File: config.mk
export PLATFORM = sky130hd
export DESIGN_NAME = dbc_isqrt
export DESIGN_NICKNAME = d
export VERILOG_FILES = /design/src/hw/rtl/dbc_pkg.sv /design/src/hw/rtl/dbc_isqrt.sv
export SDC_FILE = /design/constraint.sdc
export NUM_CORES = 2
export LEC_CHECK = 0
export ABC_AREA = 1
export ABC_CLOCK_PERIOD_IN_PS = 4500
export BUFFER_PORTS_ARGS = -buffer_cell sky130_fd_sc_hd__buf_4
export CORE_ASPECT_RATIO = 1.5
export CORE_MARGIN = 2
export CORE_UTILIZATION = 59
export CTS_CLUSTER_DIAMETER = 200
export CTS_CLUSTER_SIZE = 14
export DETAILED_ROUTE_END_ITERATION = 16
export PLACE_DENSITY_LB_ADDON = 0.3
export SLEW_MARGIN = 20
export SYNTH_ARGS = -nofsm -noshare
export SYNTH_HDL_FRONTEND = slang
export SYNTH_SLANG_ARGS = --single-unit
File: constraint.sdc
create_clock -name clk -period 4.5 [get_ports clk]
set_clock_uncertainty 0.1 [all_clocks]
set_input_delay 0.9 -clock clk [delete_from_list [all_inputs] [get_ports clk]]
set_output_delay 0.9 -clock clk [all_outputs]
set_load 0.005 [all_outputs]
File: src/hw/rtl/dbc_pkg.sv
// Shared constants and register indexes for the Dalitz boundary check.
package dbc_pkg;

  localparam int MASS_WIDTH_DEF = 20;
  localparam int MSQ_WIDTH_DEF  = 24;

  // Fraction bits of the fixed-point mass format
  localparam int FRAC_BITS = 16;

  // Square root digits resolved per pipeline stage
  localparam int SQRT_STEPS_PER_STAGE = 2;

  localparam int CFG_IDX_W = 2;

  typedef enum logic [CFG_IDX_W-1:0] {
    CFG_PARENT_MASS = 2'd0,
    CFG_DAU1_MASS   = 2'd1,
    CFG_DAU2_MASS   = 2'd2,
    CFG_DAU3_MASS   = 2'd3
  } cfg_idx_t;

endpackage

File: src/hw/rtl/dbc_isqrt.sv
// Pipelined floor square root, a fixed number of digits per stage.
module dbc_isqrt #(
  parameter int IN_W            = 56,
  parameter int STEPS_PER_STAGE = 2
) (
  input  logic                  clk,
  input  logic                  en,
  input  logic [IN_W-1:0]       rad,
  output logic [(IN_W+1)/2-1:0] root
);
  import dbc_pkg::*;

  localparam int RW   = (IN_W + 1) / 2;
  localparam int NST  = (RW + STEPS_PER_STAGE - 1) / STEPS_PER_STAGE;
  localparam int TW   = NST * STEPS_PER_STAGE;
  localparam int REMW = TW + 2;

  logic [REMW-1:0] rem_r  [1:NST];
  logic [TW-1:0]   root_r [1:NST];
  logic [2*TW-1:0] rest_r [1:NST];

  for (genvar k = 0; k < NST; k++) begin : g_stage
    logic [REMW-1:0] rem_in;
    logic [TW-1:0]   root_in;
    logic [2*TW-1:0] rest_in;
    logic [REMW-1:0] rem_o;
    logic [TW-1:0]   root_o;
    logic [2*TW-1:0] rest_o;

    if (k == 0) begin : g_src_in
      assign rem_in  = '0;
      assign root_in = '0;
      assign rest_in = (2*TW)'(rad);
    end else begin : g_src_reg
      assign rem_in  = rem_r[k];
      assign root_in = root_r[k];
      assign rest_in = rest_r[k];
    end

    // Resolve one root digit per step: bring down two bits, try to subtract
    always_comb begin
      logic [REMW-1:0] trial;
      rem_o  = rem_in;
      root_o = root_in;
      rest_o = rest_in;
      for (int j = 0; j < STEPS_PER_STAGE; j++) begin
        rem_o  = {rem_o[REMW-3:0], rest_o[2*TW-1 -: 2]};
        rest_o = {rest_o[2*TW-3:0], 2'b00};
        trial  = {root_o, 2'b01};
        if (rem_o >= trial) begin
          rem_o  = rem_o - trial;
          root_o = {root_o[TW-2:0], 1'b1};
        end else begin
          root_o = {root_o[TW-2:0], 1'b0};
        end
      end
    end

    // Advance the partial root
    always_ff @(posedge clk) begin
      if (en) begin
        rem_r[k+1]  <= rem_o;
        root_r[k+1] <= root_o;
        rest_r[k+1] <= rest_o;
      end
    end
  end

  assign root = root_r[NST][RW-1:0];

endmodule

==> reports/qor.yml <==
outcome:
  outcome: "finished, final reports clean"
sta:
  fmax_mhz: 229
  slew_viol_final: 0
  rsz0062_at_grt: "true"
  post-route-period-util_pct: 97.2
  period_needed_ps: 4370
  setup_viol: 0
  whs_ps: 235
  hold_viol: 0
  worst_pin_slew_ps: 857
  fin_ws_ps: 128
  slew_headroom_pct: 42.8
global_routing:
  grt_pass1_vias: 65000
  grt_max_degree: 99
  grtUsageTotal_pct: 37.9
  grt_pass1_wl_mm: 346
  overflow: 0
  grt_antenna_before_repair: 9
logic_synthesis:
  synth_cells: 9368
  synth_top_family_by_area: "simple AND/OR/NAND/NOR gates"
  synth-edff-count: 921
  yosys.area_share.simple_pct: 30.7
  async_flop_share_pct: 0
  ys_types: 66
  syn-mean-instance-area_sq_um: 7.33
  synth_compound_area_share_pct: 8.33
  syn-cell-area_sq_um: 68700
  synth-seq-cells: 921
  seq_area_frac_synth_pct: 40.3
  yosys.area_share.adder_pct: 7.87
  synth_top_flop_cell: "edfxtp_1"
  synthMuxAreaShare_pct: 0
  synth-xor-area-share_pct: 4.39
  ys_warn_count: 0
setup_path:
  required_ps: 4850
  slowest_stage: "edfxtp_1"
  crit_path_end_kind: "register"
  cp-start-kind: "register"
  cpMostUsedCell: "nand2_1"
  critical_path_class: "register to register"
  max_stage_delay_ps: 520
  crit_fanout: 25
  crit_chain: "inv_2 > ha_4 > nand2_1 > inv_1 > nand3_2 > nor3_1 > nand2_1 > nand2_2 > inv_1 > buf_12 > o21ai_0 > ha_1 > a21oi_1 > inv_1 > a31oi_1 > o21ai_0 > o21bai_1 > nand2_1 > nand2_1 > xor2_1 > nand2_1 > o21ai_0"
  crit_arrival_ps: 4730
placed_design:
  dp_hpwl_mm: 185
  portBuffers: 85
  dp_cells: 11700
  gp_congestion: 1.03
  pre_cts_ws_ps: -222
  dpl_cell_area_sq_um: 76900
die:
  die-area_sq_um: 119000
  initial_core_util_pct: 59.3
  std_cell_rows: 153
  coreArea_sq_um: 116000
  die-height_um: 422
  die_x_um: 283
  boundaryPins: 86
routing:
  dr.max_layer_used: "met4"
  antenna_left: 0
  vias: 66600
  wl_met2_mm: 116
  wl_met1_mm: 77.9
  drcViolationCount: 0
  drtIter0Drc: 5660
  drt-total-wl_mm: 231
  vias_per_cell: 5.63
  drt_pass1_iterations: 8
  wl_met3_mm: 12.4
  wl_per_cell_um: 19.5
pwr:
  p_sw_uw: 20500
  p_leak_uw: 0.0386
  power_density_nw_per_um2: 553
  ir_worst_vdd_mv: 0.427
  p_int_uw: 24500
  seqPwrFrac_pct: 28.4
  comb_power_share_pct: 57.7
  p_clk_share_pct: 13.8
  switching_share_pct: 45.6
layout:
  nets: 10800
  fin_area_sq_um: 81200
  layout_common_cells: "nand2_1 (3063), inv_1 (1362), edfxtp_1 (921), nor2_1 (897), buf_4 (882)"
  num-fill-cells: 9668
  area_growth_pct: 18.1
  layout-drive-gt1-share_pct: 13.9
  final_cell_count_no_fill: 11800
  layout_commonest_cell: "nand2_1"
clocking:
  cts_max_path_buffers: 3
  numClockSinks: 921
  holdBufCountCts: 0
  cts_root_buf: "clkbuf_16"
  clk_pin_slew_ps: 70
  htree_levels: 3
  clk_latency_ps: 740
  cts_tree: "yes"
  numCtsBuffers: 75
hold_path:
  min_path_type: "primary input to register"
run:
  drv_cap: 0
[power groups by stage]
stage	combinational, uW	sequential [uW]	clock [uW]
after floorplan	15400	12200	0
after global placement	23700	12800	0
after detailed placement	24100	12800	0
after CTS	24300	12700	6290
after global routing	28600	12900	6570
final	25900	12800	6220
[state kept, by name (all words and copies together) (netlist names)]
name and count:
rem_r 347, rest_r 364, root_r 210
[cells by family (layout without fill, tap and decap cells)]
kind of cell,Yosys count,after routing
compound gates,1052,1052
xor+xnor,343,343
fa+ha+maj,432,432
buf+inv,1510,2413
flops,921,921
other cells,1,11
simple gates,5109,5110
[worst max-delay path: cells and delay by family, from the launching register on]
kind                       cells  cell delay [ps]
AOI/OAI and AO/OA              6             1200
xor gates and xnor gates       1              170
adders and majority gates      2              640
buffers and inverters          5              520
DFF                            1              520
and+or+nand+nor                8              930
[synthesized netlist by cell type, types with 6 or more instances]
cell type,number,area share (%)
xnor2_1,130,1.7
edfxtp_1,921,40
ha_1,432,7.9
inv_2,21,0.11
a21oi_2,6,0.076
a211oi_1,9,0.098
or2_2,18,0.16
o211ai_1,6,0.066
nor2_2,27,0.25
nand4_1,167,1.5
xor2_1,211,2.7
nor3_1,114,0.83
a21boi_0,11,0.12
nand3b_1,30,0.33
a21oi_1,489,3.6
nand3_1,603,4.4
a31oi_1,31,0.28
clkbuf_1,33,0.18
o21bai_1,37,0.40
nand2_1,3098,17
nand2_2,20,0.18
nor2_1,966,5.3
buf_2,36,0.26
and2_1,12,0.11
nor4_1,19,0.17
buf_4,16,0.17
and3_1,6,0.055
o21a_1,20,0.22
o21ai_0,384,2.8
inv_1,1387,7.6
a21o_1,22,0.24
buf_6,9,0.15
nor2_4,8,0.13
[metal layers]
metal / track usage (%) / vias up
met5: 0 / -
met4: 33.9 / 0
met3: 5.03 / 1080
met2: 67.8 / 2861
met1: 37.7 / 30400
li1: - / 32300
[path summary, 6_finish.rpt]
path / from / endpoint / slack, ps / cells past startpoint
hold / removal: rad[33] / rest_r[0][85]$_DFFE_PP_ / 240 / 1
setup / recovery: root_r[0][359]$_DFFE_PP_ / rem_r[0][409]$_DFFE_PP_ / 130 / 22
setup reg to reg: root_r[0][359]$_DFFE_PP_ / rem_r[0][409]$_DFFE_PP_ / 130 / 22
hold reg to reg: rest_r[0][77]$_DFFE_PP_ / rest_r[0][133]$_DFFE_PP_ / 310 / 0
[cell type report]
cell class / count / area (sq um) / area share, %
inverter: 1410 / 5320 / 6.55
clock buffer: 75 / 1880 / 2.31
timing repair buffer: 918 / 7280 / 8.97
multi-input combinational: 6940 / 36900 / 45.4
clock inverter: 8 / 195 / 0.240
timing repair inverter: 2 / 12.5 / 0.0154
sequential: 921 / 27700 / 34.1
tap: 1550 / 1940 / 2.39
antenna: 8 / 20.0 / 0.0247
[through the flow]
stage          TNS [ps]  utilization [%]  power [uW]
2_1_floorplan         0                -       27600
3_3_place_gp      -2840             66.4       36500
3_5_place_dp      -4230             66.4       36900
4_1_cts           -5.08             68.3       43300
5_1_grt           -2160             70.1       48000
6_report              0             70.1       44900
[timing repair]
item / CTS / global route
endpoints found under the setup margin: 97 / 295
cloned: 0 / 3
pin swaps: 0 / 46
gates resized for setup: 20 / 387
buffers inserted: 2 / 52
(Power assumes the default switching activity.)
